<file path="config.mk">
export PLATFORM = sky130hd
export DESIGN_NAME = audio_frame_drop_policy
export DESIGN_NICKNAME = d
export VERILOG_FILES = /design/src/hw/rtl/afdp_pkg.sv /design/src/hw/rtl/audio_frame_drop_policy.sv /design/src/hw/rtl/afdp_front.sv /design/src/hw/rtl/afdp_queue.sv /design/src/hw/rtl/afdp_back.sv
export VERILOG_INCLUDE_DIRS = /design/src /design/src/hw/rtl
export SDC_FILE = /design/constraint.sdc
export NUM_CORES = 1
export LEC_CHECK = 0
export BUFFER_PORTS_ARGS = -buffer_cell sky130_fd_sc_hd__buf_2
export CAP_MARGIN = 20
export CORE_MARGIN = 2
export CORE_UTILIZATION = 50
export CTS_BUF_LIST = sky130_fd_sc_hd__clkbuf_8
export DETAILED_ROUTE_END_ITERATION = 8
export HOLD_SLACK_MARGIN = 0.06
export PLACE_DENSITY = 0.73
export SYNTH_ARGS = -nofsm -noshare
export SYNTH_HDL_FRONTEND = slang
export SYNTH_SLANG_ARGS = --single-unit
</file>
<file path="constraint.sdc">
create_clock -name clk -period 15.6 [get_ports clk]
set_clock_uncertainty 0.05 [all_clocks]
set_input_delay 2.34 -clock clk [delete_from_list [all_inputs] [get_ports clk]]
set_output_delay 2.34 -clock clk [all_outputs]
set_load 0.01 [all_outputs]
</file>
<file path="src/hw/rtl/audio_frame_drop_policy_macros.svh">
// Assertion macros shared by the frame drop policy RTL.
// Included by every module that carries concurrent assertions.
`ifndef AUDIO_FRAME_DROP_POLICY_MACROS_SVH
`define AUDIO_FRAME_DROP_POLICY_MACROS_SVH

// Same-cycle implication, disabled while reset is asserted.
`define AFDP_ASSERT_NOW(label, clk, rst_n, ante, cons, msg) \
    label: assert property (@(posedge clk) disable iff (!rst_n) (ante) |-> (cons)) \
        else $error(msg);

// Next-cycle implication, disabled while reset is asserted.
`define AFDP_ASSERT_NEXT(label, clk, rst_n, ante, cons, msg) \
    label: assert property (@(posedge clk) disable iff (!rst_n) (ante) |=> (cons)) \
        else $error(msg);

`endif

</file>
<file path="src/hw/rtl/afdp_pkg.sv">
// Shared types and constants for the audio frame drop policy block.
// No dependencies; used by every module of the block.
`default_nettype none

package afdp_pkg;

    // Field widths fixed by the interface.
    localparam int QB_W       = 24;
    localparam int TAG_W      = 32;
    localparam int LEN_W      = 13;
    localparam int FQ_W       = 16;
    localparam int CH_W       = 4;
    localparam int LIM_W      = 8;
    localparam int KIND_W     = 2;
    localparam int CFG_IDX_W  = 3;
    localparam int CFG_DATA_W = 24;

    // One quotient bit per divider step.
    localparam int DIV_STEPS = QB_W;
    localparam int STEP_W    = $clog2(DIV_STEPS);

    // Depth of the queue between front and back.
    localparam int QUEUE_DEPTH = 2;

    // Drop kinds reported with each result.
    localparam logic [KIND_W-1:0] KIND_NONE = 2'd0;
    localparam logic [KIND_W-1:0] KIND_HARD = 2'd1;
    localparam logic [KIND_W-1:0] KIND_SOFT = 2'd2;

    // Configuration register indexes.
    localparam logic [CFG_IDX_W-1:0] REG_CHANNEL_COUNT  = 3'd0;
    localparam logic [CFG_IDX_W-1:0] REG_BASELINE_BYTES = 3'd1;
    localparam logic [CFG_IDX_W-1:0] REG_MIN_FRAMES     = 3'd2;
    localparam logic [CFG_IDX_W-1:0] REG_MAX_FRAMES     = 3'd3;
    localparam logic [CFG_IDX_W-1:0] REG_HARD_LIMIT     = 3'd4;

    // Classified frame as it waits in the queue.
    typedef struct packed {
        logic [QB_W-1:0]  excess;
        logic [CH_W-1:0]  chan;
        logic [TAG_W-1:0] tag;
        logic [LEN_W-1:0] length;
    } frame_entry_t;

    // Queue status seen by front and back.
    typedef struct packed {
        logic full;
        logic empty;
    } qstat_t;

    // Back-end sequencer states.
    typedef enum logic [1:0] {
        ST_IDLE,
        ST_DIVIDE,
        ST_DECIDE
    } back_state_t;

endpackage

`default_nettype wire

</file>
<file path="src/hw/rtl/audio_frame_drop_policy.sv">
// Audio frame drop policy: each input beat passes the front end's holding stage and
// the queue, then the back end fetches it, runs its 24-step one-bit-per-cycle divider
// and decides; the back end takes no new frame until its result beat has been loaded.
// The front end and a two-entry queue keep taking input beats while the back works, until both are full.
// Reset is asynchronous: control, policy and configuration registers return to their
// defaults, drop counts and the period counter clear, and no clearing pass follows.
`default_nettype none

module audio_frame_drop_policy
#(
    parameter int FRAME_SAMPLES = 240,
    parameter int DROP_PERIOD   = 32
)
(
    input  wire logic                              clk,
    input  wire logic                              rst_n,
    input  wire logic                              in_valid,
    output logic                                   in_stall,
    input  wire logic [afdp_pkg::QB_W-1:0]         queued_bytes,
    input  wire logic [afdp_pkg::TAG_W-1:0]        frame_tag,
    input  wire logic [afdp_pkg::LEN_W-1:0]        frame_length,
    output logic                                   out_valid,
    input  wire logic                              out_stall,
    output logic                                   forward,
    output logic [afdp_pkg::KIND_W-1:0]            drop_kind,
    output logic [afdp_pkg::TAG_W-1:0]             out_tag,
    output logic [afdp_pkg::LEN_W-1:0]             out_length,
    output logic [afdp_pkg::FQ_W-1:0]              frames_queued,
    input  wire logic                              cfg_valid,
    output logic                                   cfg_ready,
    input  wire logic [afdp_pkg::CFG_IDX_W-1:0]    cfg_index,
    input  wire logic [afdp_pkg::CFG_DATA_W-1:0]   cfg_data
);

    logic [afdp_pkg::CH_W-1:0]  channel_count_reg;
    logic [afdp_pkg::QB_W-1:0]  baseline_bytes_reg;
    logic [afdp_pkg::LIM_W-1:0] min_frames_reg;
    logic [afdp_pkg::LIM_W-1:0] max_frames_reg;
    logic [afdp_pkg::LIM_W-1:0] hard_limit_reg;

    afdp_pkg::qstat_t       q_stat;
    afdp_pkg::frame_entry_t push_entry;
    afdp_pkg::frame_entry_t pop_entry;
    logic                   push;
    logic                   pop;

    // Configuration writes are taken every cycle; unknown indexes are ignored.
    assign cfg_ready = 1'b1;

    always_ff @(posedge clk or negedge rst_n)
    begin
        if (!rst_n)
        begin
            channel_count_reg  <= afdp_pkg::CH_W'(2);
            baseline_bytes_reg <= '0;
            min_frames_reg     <= afdp_pkg::LIM_W'(2);
            max_frames_reg     <= afdp_pkg::LIM_W'(4);
            hard_limit_reg     <= afdp_pkg::LIM_W'(20);
        end
        else if (cfg_valid && cfg_ready)
        begin
            unique case (cfg_index)
                afdp_pkg::REG_CHANNEL_COUNT:
                    channel_count_reg  <= cfg_data[afdp_pkg::CH_W-1:0];
                afdp_pkg::REG_BASELINE_BYTES:
                    baseline_bytes_reg <= cfg_data[afdp_pkg::QB_W-1:0];
                afdp_pkg::REG_MIN_FRAMES:
                    min_frames_reg     <= cfg_data[afdp_pkg::LIM_W-1:0];
                afdp_pkg::REG_MAX_FRAMES:
                    max_frames_reg     <= cfg_data[afdp_pkg::LIM_W-1:0];
                afdp_pkg::REG_HARD_LIMIT:
                    hard_limit_reg     <= cfg_data[afdp_pkg::LIM_W-1:0];
                default:
                begin
                end
            endcase
        end
    end

    // Front end classifies each input beat.
    afdp_front u_front
    (
        .clk            (clk),
        .rst_n          (rst_n),
        .in_valid       (in_valid),
        .in_stall       (in_stall),
        .queued_bytes   (queued_bytes),
        .frame_tag      (frame_tag),
        .frame_length   (frame_length),
        .channel_count  (channel_count_reg),
        .baseline_bytes (baseline_bytes_reg),
        .q_stat         (q_stat),
        .push           (push),
        .push_entry     (push_entry)
    );

    // Queue decouples the front from the back.
    afdp_queue u_queue
    (
        .clk        (clk),
        .rst_n      (rst_n),
        .push       (push),
        .push_entry (push_entry),
        .pop        (pop),
        .pop_entry  (pop_entry),
        .q_stat     (q_stat)
    );

    // Back end divides, applies the drop policy and holds the result beat.
    afdp_back
    #(
        .FRAME_SAMPLES (FRAME_SAMPLES),
        .DROP_PERIOD   (DROP_PERIOD)
    )
    u_back
    (
        .clk           (clk),
        .rst_n         (rst_n),
        .q_stat        (q_stat),
        .pop_entry     (pop_entry),
        .pop           (pop),
        .min_frames    (min_frames_reg),
        .max_frames    (max_frames_reg),
        .hard_limit    (hard_limit_reg),
        .out_valid     (out_valid),
        .out_stall     (out_stall),
        .forward       (forward),
        .drop_kind     (drop_kind),
        .out_tag       (out_tag),
        .out_length    (out_length),
        .frames_queued (frames_queued)
    );

endmodule

`default_nettype wire

</file>
<file path="src/hw/rtl/afdp_front.sv">
// Front end: takes input beats, removes the baseline and normalizes the channel count.
// Depends on afdp_pkg.
`default_nettype none

module afdp_front
(
    input  wire logic                             clk,
    input  wire logic                             rst_n,
    input  wire logic                             in_valid,
    output logic                                  in_stall,
    input  wire logic [afdp_pkg::QB_W-1:0]        queued_bytes,
    input  wire logic [afdp_pkg::TAG_W-1:0]       frame_tag,
    input  wire logic [afdp_pkg::LEN_W-1:0]       frame_length,
    input  wire logic [afdp_pkg::CH_W-1:0]        channel_count,
    input  wire logic [afdp_pkg::QB_W-1:0]        baseline_bytes,
    input  wire afdp_pkg::qstat_t                 q_stat,
    output logic                                  push,
    output afdp_pkg::frame_entry_t                push_entry
);

    logic                   valid_reg;
    logic                   valid_next;
    afdp_pkg::frame_entry_t entry_reg;
    afdp_pkg::frame_entry_t entry_next;
    logic                   accept;
    logic [afdp_pkg::QB_W:0] diff;

    // The holding stage is stalled only while it is full and the queue cannot take it.
    assign push     = valid_reg && !q_stat.full;
    assign in_stall = valid_reg && q_stat.full;
    assign accept   = in_valid && !in_stall;

    // Baseline removal floors at zero; a zero channel count counts as one.
    always_comb
    begin
        diff = {1'b0, queued_bytes} - {1'b0, baseline_bytes};
        entry_next        = entry_reg;
        valid_next        = valid_reg;
        if (push)
        begin
            valid_next = 1'b0;
        end
        if (accept)
        begin
            valid_next        = 1'b1;
            entry_next.excess = diff[afdp_pkg::QB_W] ? '0 : diff[afdp_pkg::QB_W-1:0];
            entry_next.chan   = (channel_count == '0) ? afdp_pkg::CH_W'(1) : channel_count;
            entry_next.tag    = frame_tag;
            entry_next.length = frame_length;
        end
    end

    // Control state.
    always_ff @(posedge clk or negedge rst_n)
    begin
        if (!rst_n)
        begin
            valid_reg <= 1'b0;
        end
        else
        begin
            valid_reg <= valid_next;
        end
    end

    // Payload.
    always_ff @(posedge clk)
    begin
        entry_reg <= entry_next;
    end

    assign push_entry = entry_reg;

endmodule

`default_nettype wire

</file>
<file path="src/hw/rtl/afdp_queue.sv">
// Short queue of classified frames between front and back.
// Depends on afdp_pkg and the assertion macro header.
`default_nettype none
`include "audio_frame_drop_policy_macros.svh"

module afdp_queue
(
    input  wire logic                   clk,
    input  wire logic                   rst_n,
    input  wire logic                   push,
    input  wire afdp_pkg::frame_entry_t push_entry,
    input  wire logic                   pop,
    output afdp_pkg::frame_entry_t      pop_entry,
    output afdp_pkg::qstat_t            q_stat
);

    localparam int PTR_W = (afdp_pkg::QUEUE_DEPTH > 1) ? $clog2(afdp_pkg::QUEUE_DEPTH) : 1;
    localparam int CNT_W = $clog2(afdp_pkg::QUEUE_DEPTH + 1);

    afdp_pkg::frame_entry_t entries_reg [afdp_pkg::QUEUE_DEPTH];
    logic [PTR_W-1:0]       wr_ptr_reg;
    logic [PTR_W-1:0]       wr_ptr_next;
    logic [PTR_W-1:0]       rd_ptr_reg;
    logic [PTR_W-1:0]       rd_ptr_next;
    logic [CNT_W-1:0]       count_reg;
    logic [CNT_W-1:0]       count_next;

    assign q_stat.full  = (count_reg == CNT_W'(afdp_pkg::QUEUE_DEPTH));
    assign q_stat.empty = (count_reg == '0);
    assign pop_entry    = entries_reg[rd_ptr_reg];

    // Pointer wrap and fill count.
    always_comb
    begin
        wr_ptr_next = wr_ptr_reg;
        rd_ptr_next = rd_ptr_reg;
        count_next  = count_reg;
        if (push)
        begin
            wr_ptr_next = (wr_ptr_reg == PTR_W'(afdp_pkg::QUEUE_DEPTH - 1)) ? '0
                                                                             : wr_ptr_reg + 1'b1;
        end
        if (pop)
        begin
            rd_ptr_next = (rd_ptr_reg == PTR_W'(afdp_pkg::QUEUE_DEPTH - 1)) ? '0
                                                                             : rd_ptr_reg + 1'b1;
        end
        if (push && !pop)
        begin
            count_next = count_reg + 1'b1;
        end
        else if (pop && !push)
        begin
            count_next = count_reg - 1'b1;
        end
    end

    always_ff @(posedge clk or negedge rst_n)
    begin
        if (!rst_n)
        begin
            wr_ptr_reg <= '0;
            rd_ptr_reg <= '0;
            count_reg  <= '0;
        end
        else
        begin
            wr_ptr_reg <= wr_ptr_next;
            rd_ptr_reg <= rd_ptr_next;
            count_reg  <= count_next;
        end
    end

    // Entry storage.
    always_ff @(posedge clk)
    begin
        if (push)
        begin
            entries_reg[wr_ptr_reg] <= push_entry;
        end
    end

    `AFDP_ASSERT_NOW(a_no_push_when_full, clk, rst_n, push, !q_stat.full, "push into full queue")
    `AFDP_ASSERT_NOW(a_no_pop_when_empty, clk, rst_n, pop, !q_stat.empty, "pop from empty queue")
    `AFDP_ASSERT_NOW(a_count_in_range, clk, rst_n, 1'b1,
        count_reg <= CNT_W'(afdp_pkg::QUEUE_DEPTH), "queue fill count out of range")

endmodule

`default_nettype wire

</file>
<file path="src/hw/rtl/afdp_back.sv">
// Back end: serial divide to whole frames, drop policy update and output register.
// Depends on afdp_pkg and the assertion macro header.
`default_nettype none
`include "audio_frame_drop_policy_macros.svh"

module afdp_back
#(
    parameter int FRAME_SAMPLES = 240,
    parameter int DROP_PERIOD   = 32
)
(
    input  wire logic                          clk,
    input  wire logic                          rst_n,
    input  wire afdp_pkg::qstat_t              q_stat,
    input  wire afdp_pkg::frame_entry_t        pop_entry,
    output logic                               pop,
    input  wire logic [afdp_pkg::LIM_W-1:0]    min_frames,
    input  wire logic [afdp_pkg::LIM_W-1:0]    max_frames,
    input  wire logic [afdp_pkg::LIM_W-1:0]    hard_limit,
    output logic                               out_valid,
    input  wire logic                          out_stall,
    output logic                               forward,
    output logic [afdp_pkg::KIND_W-1:0]        drop_kind,
    output logic [afdp_pkg::TAG_W-1:0]         out_tag,
    output logic [afdp_pkg::LEN_W-1:0]         out_length,
    output logic [afdp_pkg::FQ_W-1:0]          frames_queued
);

    // The divisor reaches two bytes times fifteen channels per sample.
    localparam int FB_W  = $clog2(FRAME_SAMPLES * 30 + 1);
    localparam int CNT_W = $clog2(DROP_PERIOD);
    localparam int EX_W  = afdp_pkg::QB_W;
    localparam int FQ_W  = afdp_pkg::FQ_W;

    afdp_pkg::back_state_t          state_reg;
    afdp_pkg::back_state_t          state_next;
    logic [afdp_pkg::STEP_W-1:0]    step_reg;
    logic [afdp_pkg::STEP_W-1:0]    step_next;
    logic [EX_W-1:0]                dq_reg;
    logic [EX_W-1:0]                dq_next;
    logic [FB_W-1:0]                rem_reg;
    logic [FB_W-1:0]                rem_next;
    logic [FB_W-1:0]                divisor_reg;
    logic [FB_W-1:0]                divisor_next;
    logic [afdp_pkg::TAG_W-1:0]     tag_reg;
    logic [afdp_pkg::TAG_W-1:0]     tag_next;
    logic [afdp_pkg::LEN_W-1:0]     len_reg;
    logic [afdp_pkg::LEN_W-1:0]     len_next;
    logic [FQ_W-1:0]                hard_reg;
    logic [FQ_W-1:0]                hard_next;
    logic [FQ_W-1:0]                soft_reg;
    logic [FQ_W-1:0]                soft_next;
    logic [CNT_W-1:0]               cnt_reg;
    logic [CNT_W-1:0]               cnt_next;
    logic                           out_valid_reg;
    logic                           out_valid_next;
    logic                           forward_reg;
    logic                           forward_next;
    logic [afdp_pkg::KIND_W-1:0]    drop_kind_reg;
    logic [afdp_pkg::KIND_W-1:0]    drop_kind_next;
    logic [afdp_pkg::TAG_W-1:0]     out_tag_reg;
    logic [afdp_pkg::TAG_W-1:0]     out_tag_next;
    logic [afdp_pkg::LEN_W-1:0]     out_length_reg;
    logic [afdp_pkg::LEN_W-1:0]     out_length_next;
    logic [FQ_W-1:0]                fq_out_reg;
    logic [FQ_W-1:0]                fq_out_next;

    logic [FB_W:0]                  rem_shift;
    logic [FB_W:0]                  rem_diff;
    logic                           rem_ge;
    logic [FQ_W-1:0]                fq;
    logic [FQ_W-1:0]                min16;
    logic [FQ_W:0]                  hs_sum;
    logic [FQ_W:0]                  hs_gap;
    logic [FQ_W-1:0]                h_gap;
    logic [FQ_W-1:0]                h1;
    logic [FQ_W-1:0]                s1;
    logic [FQ_W-1:0]                h2;
    logic [FQ_W-1:0]                s2;
    logic [CNT_W-1:0]               cnt_adv;
    logic                           fwd_d;
    logic [afdp_pkg::KIND_W-1:0]    kind_d;
    logic                           load;

    // One restoring divider step: shift in the next dividend bit and try a subtract.
    always_comb
    begin
        rem_shift = {rem_reg, dq_reg[EX_W-1]};
        rem_ge    = (rem_shift >= {1'b0, divisor_reg});
        rem_diff  = rem_shift - {1'b0, divisor_reg};
    end

    // Drop policy on the finished quotient; frames queued saturate at 16 bits.
    always_comb
    begin
        fq      = (dq_reg[EX_W-1:FQ_W] != '0) ? {FQ_W{1'b1}} : dq_reg[FQ_W-1:0];
        min16   = FQ_W'(min_frames);
        cnt_adv = (cnt_reg == CNT_W'(DROP_PERIOD - 1)) ? '0 : cnt_reg + 1'b1;
        h_gap   = fq - hard_reg;
        hs_sum  = {1'b0, hard_reg} + {1'b0, soft_reg};
        hs_gap  = {1'b0, fq} - hs_sum;
        h1      = hard_reg;
        s1      = soft_reg;
        if (fq <= min16)
        begin
            h1 = '0;
            s1 = '0;
        end
        else if ((fq > hard_reg) && (h_gap > FQ_W'(hard_limit)))
        begin
            h1 = fq - min16;
        end
        else if (({1'b0, fq} > hs_sum) && (hs_gap > (FQ_W + 1)'(max_frames)))
        begin
            s1 = fq - min16;
        end

        // Hard drops go first; a soft drop waits for the start of the period.
        h2     = h1;
        s2     = s1;
        fwd_d  = 1'b1;
        kind_d = afdp_pkg::KIND_NONE;
        if (h1 != '0)
        begin
            h2     = h1 - 1'b1;
            fwd_d  = 1'b0;
            kind_d = afdp_pkg::KIND_HARD;
        end
        else if ((s1 != '0) && (cnt_adv == '0))
        begin
            s2     = s1 - 1'b1;
            fwd_d  = 1'b0;
            kind_d = afdp_pkg::KIND_SOFT;
        end
    end

    // Sequencer: fetch, divide, decide.
    always_comb
    begin
        state_next      = state_reg;
        step_next       = step_reg;
        dq_next         = dq_reg;
        rem_next        = rem_reg;
        divisor_next    = divisor_reg;
        tag_next        = tag_reg;
        len_next        = len_reg;
        hard_next       = hard_reg;
        soft_next       = soft_reg;
        cnt_next        = cnt_reg;
        out_valid_next  = out_valid_reg && out_stall;
        forward_next    = forward_reg;
        drop_kind_next  = drop_kind_reg;
        out_tag_next    = out_tag_reg;
        out_length_next = out_length_reg;
        fq_out_next     = fq_out_reg;
        pop             = 1'b0;
        load            = 1'b0;

        unique case (state_reg)
            afdp_pkg::ST_IDLE:
            begin
                if (!q_stat.empty)
                begin
                    pop          = 1'b1;
                    dq_next      = pop_entry.excess;
                    rem_next     = '0;
                    divisor_next = FB_W'(FRAME_SAMPLES * 2) * FB_W'(pop_entry.chan);
                    tag_next     = pop_entry.tag;
                    len_next     = pop_entry.length;
                    step_next    = '0;
                    state_next   = afdp_pkg::ST_DIVIDE;
                end
            end
            afdp_pkg::ST_DIVIDE:
            begin
                rem_next  = rem_ge ? rem_diff[FB_W-1:0] : rem_shift[FB_W-1:0];
                dq_next   = {dq_reg[EX_W-2:0], rem_ge};
                step_next = step_reg + 1'b1;
                if (step_reg == afdp_pkg::STEP_W'(afdp_pkg::DIV_STEPS - 1))
                begin
                    state_next = afdp_pkg::ST_DECIDE;
                end
            end
            afdp_pkg::ST_DECIDE:
            begin
                if (!out_valid_reg || !out_stall)
                begin
                    load            = 1'b1;
                    hard_next       = h2;
                    soft_next       = s2;
                    cnt_next        = cnt_adv;
                    out_valid_next  = 1'b1;
                    forward_next    = fwd_d;
                    drop_kind_next  = kind_d;
                    out_tag_next    = tag_reg;
                    out_length_next = len_reg;
                    fq_out_next     = fq;
                    state_next      = afdp_pkg::ST_IDLE;
                end
            end
            default:
            begin
                state_next = afdp_pkg::ST_IDLE;
            end
        endcase
    end

    // Control and policy state.
    always_ff @(posedge clk or negedge rst_n)
    begin
        if (!rst_n)
        begin
            state_reg     <= afdp_pkg::ST_IDLE;
            step_reg      <= '0;
            hard_reg      <= '0;
            soft_reg      <= '0;
            cnt_reg       <= '0;
            out_valid_reg <= 1'b0;
        end
        else
        begin
            state_reg     <= state_next;
            step_reg      <= step_next;
            hard_reg      <= hard_next;
            soft_reg      <= soft_next;
            cnt_reg       <= cnt_next;
            out_valid_reg <= out_valid_next;
        end
    end

    // Datapath and output payload.
    always_ff @(posedge clk)
    begin
        dq_reg         <= dq_next;
        rem_reg        <= rem_next;
        divisor_reg    <= divisor_next;
        tag_reg        <= tag_next;
        len_reg        <= len_next;
        forward_reg    <= forward_next;
        drop_kind_reg  <= drop_kind_next;
        out_tag_reg    <= out_tag_next;
        out_length_reg <= out_length_next;
        fq_out_reg     <= fq_out_next;
    end

    assign out_valid     = out_valid_reg;
    assign forward       = forward_reg;
    assign drop_kind     = drop_kind_reg;
    assign out_tag       = out_tag_reg;
    assign out_length    = out_length_reg;
    assign frames_queued = fq_out_reg;

    `AFDP_ASSERT_NOW(a_fwd_matches_kind, clk, rst_n, out_valid_reg,
        forward_reg == (drop_kind_reg == afdp_pkg::KIND_NONE),
        "forward flag disagrees with drop kind")
    `AFDP_ASSERT_NEXT(a_soft_at_period_start, clk, rst_n,
        load && (kind_d == afdp_pkg::KIND_SOFT), cnt_reg == '0,
        "soft drop off period start")
    `AFDP_ASSERT_NOW(a_load_only_when_free, clk, rst_n, load,
        !out_valid_reg || !out_stall, "result overwrote a waiting beat")

endmodule

`default_nettype wire
</file>
# == Word-level counts from Yosys, hierarchy flattened ==
# Memory sizes are Yosys's and may differ from the RTL's.
# Index checks and enable logic that the tools add are counted.
# word_totals
input_bits,101
regBits,329
ram_bits,146
output_inout_bits,67
memories,1
# op_classes
mul,1
bitwise,1
order_cmp,6
eq_ne,12
add_sub_neg,14
mux,35
n_reduce_logical,36
# mem_list
name,depth,width,rd,rd_clocked_by_memory_dff,wr,line,rtl
u_queue.entries_reg,2,73,1,0,1,afdp_queue.sv:20,afdp_pkg::frame_entry_t entries_reg [afdp_pkg::QUEUE_DEPTH];
# ops
cell,n
16-bit two-way mux,9
24-bit one-hot mux with 2 select lines,1
16-bit nonzero test,2
16-bit by 1-bit subtractor with 16-bit output (second input constant),2
13-bit two-way mux,2
13-bit one-hot mux with 2 select lines,1
24-bit by 24-bit subtractor with 25-bit output,1
24-bit two-way mux,1
16-bit by 16-bit adder with 17-bit output,1
16-bit by 17-bit greater-than comparator with 1-bit output,1
17-bit by 8-bit greater-than comparator with 1-bit output,1
16-bit by 17-bit subtractor with 17-bit output,1
16-bit greater-than comparator,1
16-bit by 8-bit greater-than comparator with 1-bit output,1
16-bit by 8-bit less-or-equal comparator with 1-bit output,1
2-bit AND reduction,8
16-bit subtractor,1
16-bit by 8-bit subtractor with 16-bit output,1
14-bit by 13-bit greater-or-equal comparator with 1-bit output,1
13-bit subtractor,1
2-bit two-way mux,6
1-bit two-way mux,11
5-bit by 1-bit adder with 5-bit output (second input constant),2
5-bit equality test (second input constant),2
other kinds (25),46

# == Longest topological paths before layout ==
# logic_depth
ltp_word,12
depth_mapped,35

# == Modules after synthesis ==
# From an unflattened synthesis, not the netlist that was laid out.
# unflattened
hier_cells,2037
area_unflattened_um2,24850.1
# by_module_without_submodules
module,area_per_inst_um2,cells_per_inst,n_inst
afdp_back,13397.8,1369,1
afdp_queue,5701.7,243,1
afdp_front,3754.9,309,1
audio_frame_drop_policy,1995.7,116,1

# == Worst setup path before layout ==
# No wires, ideal clock.
# synth_path
path_kind,register -> register
startpoint,reg u_back.dq_reg[21]
endpoint,reg u_back.soft_reg[12]
stages_incl_launch_ff,31
t_required_ns,15.418
arrival_ns,6.849
path_slack_ns,8.569
setup_time_ns,0.132
period_less_slack_ns,7.031
cell_sequence,edfxtp_1 or4_4 clkbuf_1 or3_1 ha_1 a21o_1 a31oi_1 nand2_1 a31oi_1 xnor2_1 ha_1 a21oi_1 o21ai_0 o22ai_1 o2111ai_1 nor4_4 a21o_1 buf_4 clkbuf_1 clkbuf_1 o21ai_0 nand2_1 ha_1 inv_1 a211oi_2 nand3_2 nor3_4 or4b_4 o2111a_1 a21oi_1 o2bb2ai_1
# synth_via
elab_chain_cells,12
# synth_lines
element,line,rtl
"start, declared",afdp_back.sv:39,logic [EX_W-1:0] dq_reg;
"start signal, assigned",afdp_back.sv:234,dq_reg <= dq_next;
8-bit nonzero test *,afdp_back.sv:96,fq = (dq_reg[EX_W-1:FQ_W] != '0) ? {FQ_W{1'b1}} : dq_reg[FQ_W-1:0];
16-bit two-way mux *,afdp_back.sv:96,
net u_back.fq[4],afdp_back.sv:71,logic [FQ_W-1:0] fq;
"parallel branches: the longest is 9 deep, another holds 16-bit by 17-bit subtractor with 17-bit output",n/a,
16-bit two-way mux *,afdp_back.sv:123,if (h1 != '0)
"end signal, assigned",afdp_back.sv:225,soft_reg <= soft_next;
"end, declared",afdp_back.sv:51,logic [FQ_W-1:0] soft_reg;
# Mark *: on every way through the listed nets, which the timed path passes.
# A chain may end at the register's enable or synchronous reset.

# == Final worst setup path ==
# layout_path
startpoint,reg u_back.hard_reg[1]
endpoint,reg u_back.soft_reg[12]
# layout_via
elab_chain_cells,11
# layout_lines
element,line,rtl
"start, declared",afdp_back.sv:49,logic [FQ_W-1:0] hard_reg;
"start signal, assigned",afdp_back.sv:224,hard_reg <= hard_next;
"parallel branches: the longest is 10 deep, another holds 16-bit by 16-bit adder with 17-bit output",n/a,
16-bit two-way mux *,afdp_back.sv:123,
# Every way passes the cells marked *.

==> impl_results.md <==
- Root Driver: clkbuf_8
- Status: complete, no violations
- Clock slew at reported path FFs: roughly 60 ps
- Synth Area in XOR/XNOR: under 10%
- Synth Warn #: 0
- Initial DRC count: about 1300
- Via count: 16430
- #FFs+latches synth: around 480
- DR vias/cell: 5.690
- Worst path bufs/invs: 2
- Drt first pass iters: 5
- Register area: about 14000 sq um
- Worst min path class: flop to flop
- Crit path max-delay cell type: or4b_4
- Synth Area in Adders: around 7.2%
- Share of cells above drive strength 1: 18.18%
- Grt ovf: 0
- Distinct cells, synth: ~100
- Cell count of the worst reg-to-reg path: 32
- Final hold vios: 0
- # IOs: between 150 and 200
- Mapped Nets: 2243
- Cts bufs inserted: 80
- CTS Hold Bufs: 0
- Clock sinks: between 400 and 500
- Worst hold path depth: 0
- Worst path arrival time: between 8000 and 9000 ps
- Layout net count: about 2400
- Hold_sp: u_back.tag_reg[28]
- Post-layout min period: approximately 8000 ps
- Die H: roughly 220 um
- Power Density: around 200 nW/um^2
- Largest family of logic cells by synthesized area: compound AO/OA/AOI/OAI gates
- Input/output buffers: 166
- Achievable Freq: 0.1273 GHz
- CP max stage delay: between 600 and 700 ps
- Final Setup Violations: 0
- Post-CTS Resized: 0
- Vias in the first global route: roughly 16000
- H-tree depth: 3
- Crit Reg-Reg Startpoint: u_back.hard_reg[1]
- Post-synthesis simple-gate area fraction: 11.27%
- Fin. max-slew vios: 0
- CP endpoint kind: flop
- CP Launch Type: flop
- Cell mode on critical path: a21oi_1
- Unrepaired setup endpoints after global routing: no
- Area of the die: 49560 sq um
- DP HPWL: 40580 um
- GR Util All Layers: a little under a quarter
- Async set or reset register ratio after synthesis: roughly 21%
- Area growth, synth to finish: 12.97%
- First-pass GRT wire length: 89770 um
- Die extent in x: approximately 220 um
- Slew @ Worst Pin: 1032 ps
- WL final: 57090 um
- Placed cell count: 2742
- Main flop type after synthesis: edfxtp_1
- Placer Congestion: about 0.93
- Hold worst-path end: u_back.out_tag[28]
- R2R setup slack: between 7000 and 8000 ps
- Max Root-Sink Buffers: 3
- CTS tree: yes
- Core area: 47450 sq um
- Post-synth EDFFs: 373
- CP delay by family, top: compound AO/OA/AOI/OAI gates
- Avg Cell Area, Syn: 11.89 sq um
- Post-synthesis sequential area ratio: between 50% and 60%
- Multi-input logic area: ~9400 sq um
- Crit Path Max Fanout: 35
- DRC Markers: 0
- Post-route setup TNS: 0 ps
- Synth Instances: approximately 2000
- Final Cycle Share: 50.36%
- Site row count: 80
- Initial antenna violation count: 2
- Final ANT Viol Nets: 0
- Largest net degree at the start of global routing: 66
- Relative slew margins: 31.06%
- Setup Fix Bufs, Post-CTS: 0
- Skew-Pair Late Insertion Delay: around 650 ps
- Max FFs per register: approximately 150
- Leak: 10.73 nW
- Type of the worst setup path: flop to flop
- Req. time, crit path: ~16000 ps
- Capture point of the worst reg-to-reg path: u_back.soft_reg[12]
- Post-synthesis compound-gate area fraction: about 13%
- Mux share of post-synthesis cell area: under 10%
- Routed wire per std cell: 19.77 um
- Max Cap Viol: 0
- Cell Count, Final, Fillers Out: a little under 3000
- Filler cell count: 3993
- Mapped cell area: roughly 24000 sq um
- Max IR drop VDD: about 0.09 mV
- Starting Density: just over 50%
-- cell usage in the layout, fill, tap and decap left out, types with 66 or more instances in the layout --
| master | instances |
|---|---|
| edfxtp_1 | 373 |
| nor2_1 | 126 |
| clkbuf_8 | 91 |
| o21ai_0 | 166 |
| dfrtp_1 | 96 |
| mux2_2 | 66 |
| a21oi_1 | 98 |
| ha_1 | 122 |
| nand2_1 | 184 |
| buf_2 | 166 |
| inv_1 | 145 |
-- metrics by stage --
stage / worst slack [ps] / hold WS (ps) / power [mW] / utilization [%] / cell area, sq um
global route: 7210 / 372.7 / 5.638 / 56.90 / 27000
finish: 7744 / 366.0 / 5.260 / 56.90 / 27000
global placement: 7951 / 351.4 / 4.084 / 53.54 / 25400
detailed placement: 7921 / 354.5 / 4.152 / 53.55 / 25410
floorplan: 8569 / 350.3 / 3.587 / - / 23900
CTS: 7882 / 367.6 / 5.266 / 56.90 / 27000
-- worst max-delay path by stage --
| stage | cells after the start | from | to | slack (ps) |
|---|---|---|---|---|
| finish | 32 | u_back.hard_reg[1] | u_back.soft_reg[12] | 7740 |
| global route | 27 | u_back.dq_reg[21] | u_back.soft_reg[14] | 7210 |
| CTS | 27 | u_back.dq_reg[21] | u_back.soft_reg[12] | 7880 |
| detailed placement | 32 | u_back.hard_reg[1] | u_back.soft_reg[12] | 7920 |
| global placement | 22 | u_back.dq_reg[21] | u_back.soft_reg[12] | 7950 |
| floorplan | 30 | u_back.dq_reg[21] | u_back.soft_reg[12] | 8570 |
-- Yosys cell counts, types with 22 or more instances --
| cell type | n | share of area [%] |
|---|---|---|
| clkbuf_1 | 57 | 0.90 |
| xor2_1 | 31 | 1.1 |
| mux2i_1 | 49 | 2.1 |
| nand2_1 | 184 | 2.9 |
| inv_1 | 121 | 1.9 |
| nor3_1 | 36 | 0.75 |
| dfrtp_1 | 97 | 10 |
| o21ai_0 | 166 | 3.5 |
| a21o_1 | 31 | 0.97 |
| nand3_1 | 34 | 0.71 |
| nor2_1 | 128 | 2.0 |
| mux2_2 | 66 | 3.1 |
| o211ai_1 | 22 | 0.69 |
| xnor2_1 | 39 | 1.4 |
| nand2b_1 | 27 | 0.71 |
| edfxtp_1 | 373 | 47 |
| a21oi_1 | 98 | 2.1 |
| ha_1 | 122 | 6.4 |
-- power breakdown --
group	switching (mW)	internal, mW
registers	0.170	1.83
logic	1.33	0.836
clock network	0.504	0.589
total	2.00	3.26
-- area by class of cell --
class,instances,share of cell area [%]
Clock buffer,91,4.639
Sequential cell,475,50.98
Antenna cell,1,0.009269
Inverter,122,1.701
Timing Repair Buffer,185,3.606
Multi-Input combinational cell,1345,34.97
Clock inverter,54,1.251
Tap cell,615,2.850
-- per-layer routing --
metal | vias up | track usage [%] | share of wire (%)
met4 | 0 | 9.115 | 3.4
met3 | 113 | 6.189 | 7.4
met5 | - | 0 | 0
met2 | 572 | 35.86 | 46
met1 | 7892 | 31.46 | 44
li1 | 7857 | - | -
-- logic make-up (layout without fill, tap and decap cells) --
logic type,after synthesis,after routing
AND/OR/NAND/NOR,547,547
adder cells (fa/ha/maj),132,132
flip-flops,475,475
multiplexers,118,118
buffers and inverters,190,452
other,1,2
XOR/XNOR,71,71
AO/OA/AOI/OAI,476,476
No activity file was read; power rests on OpenSTA's default activity.
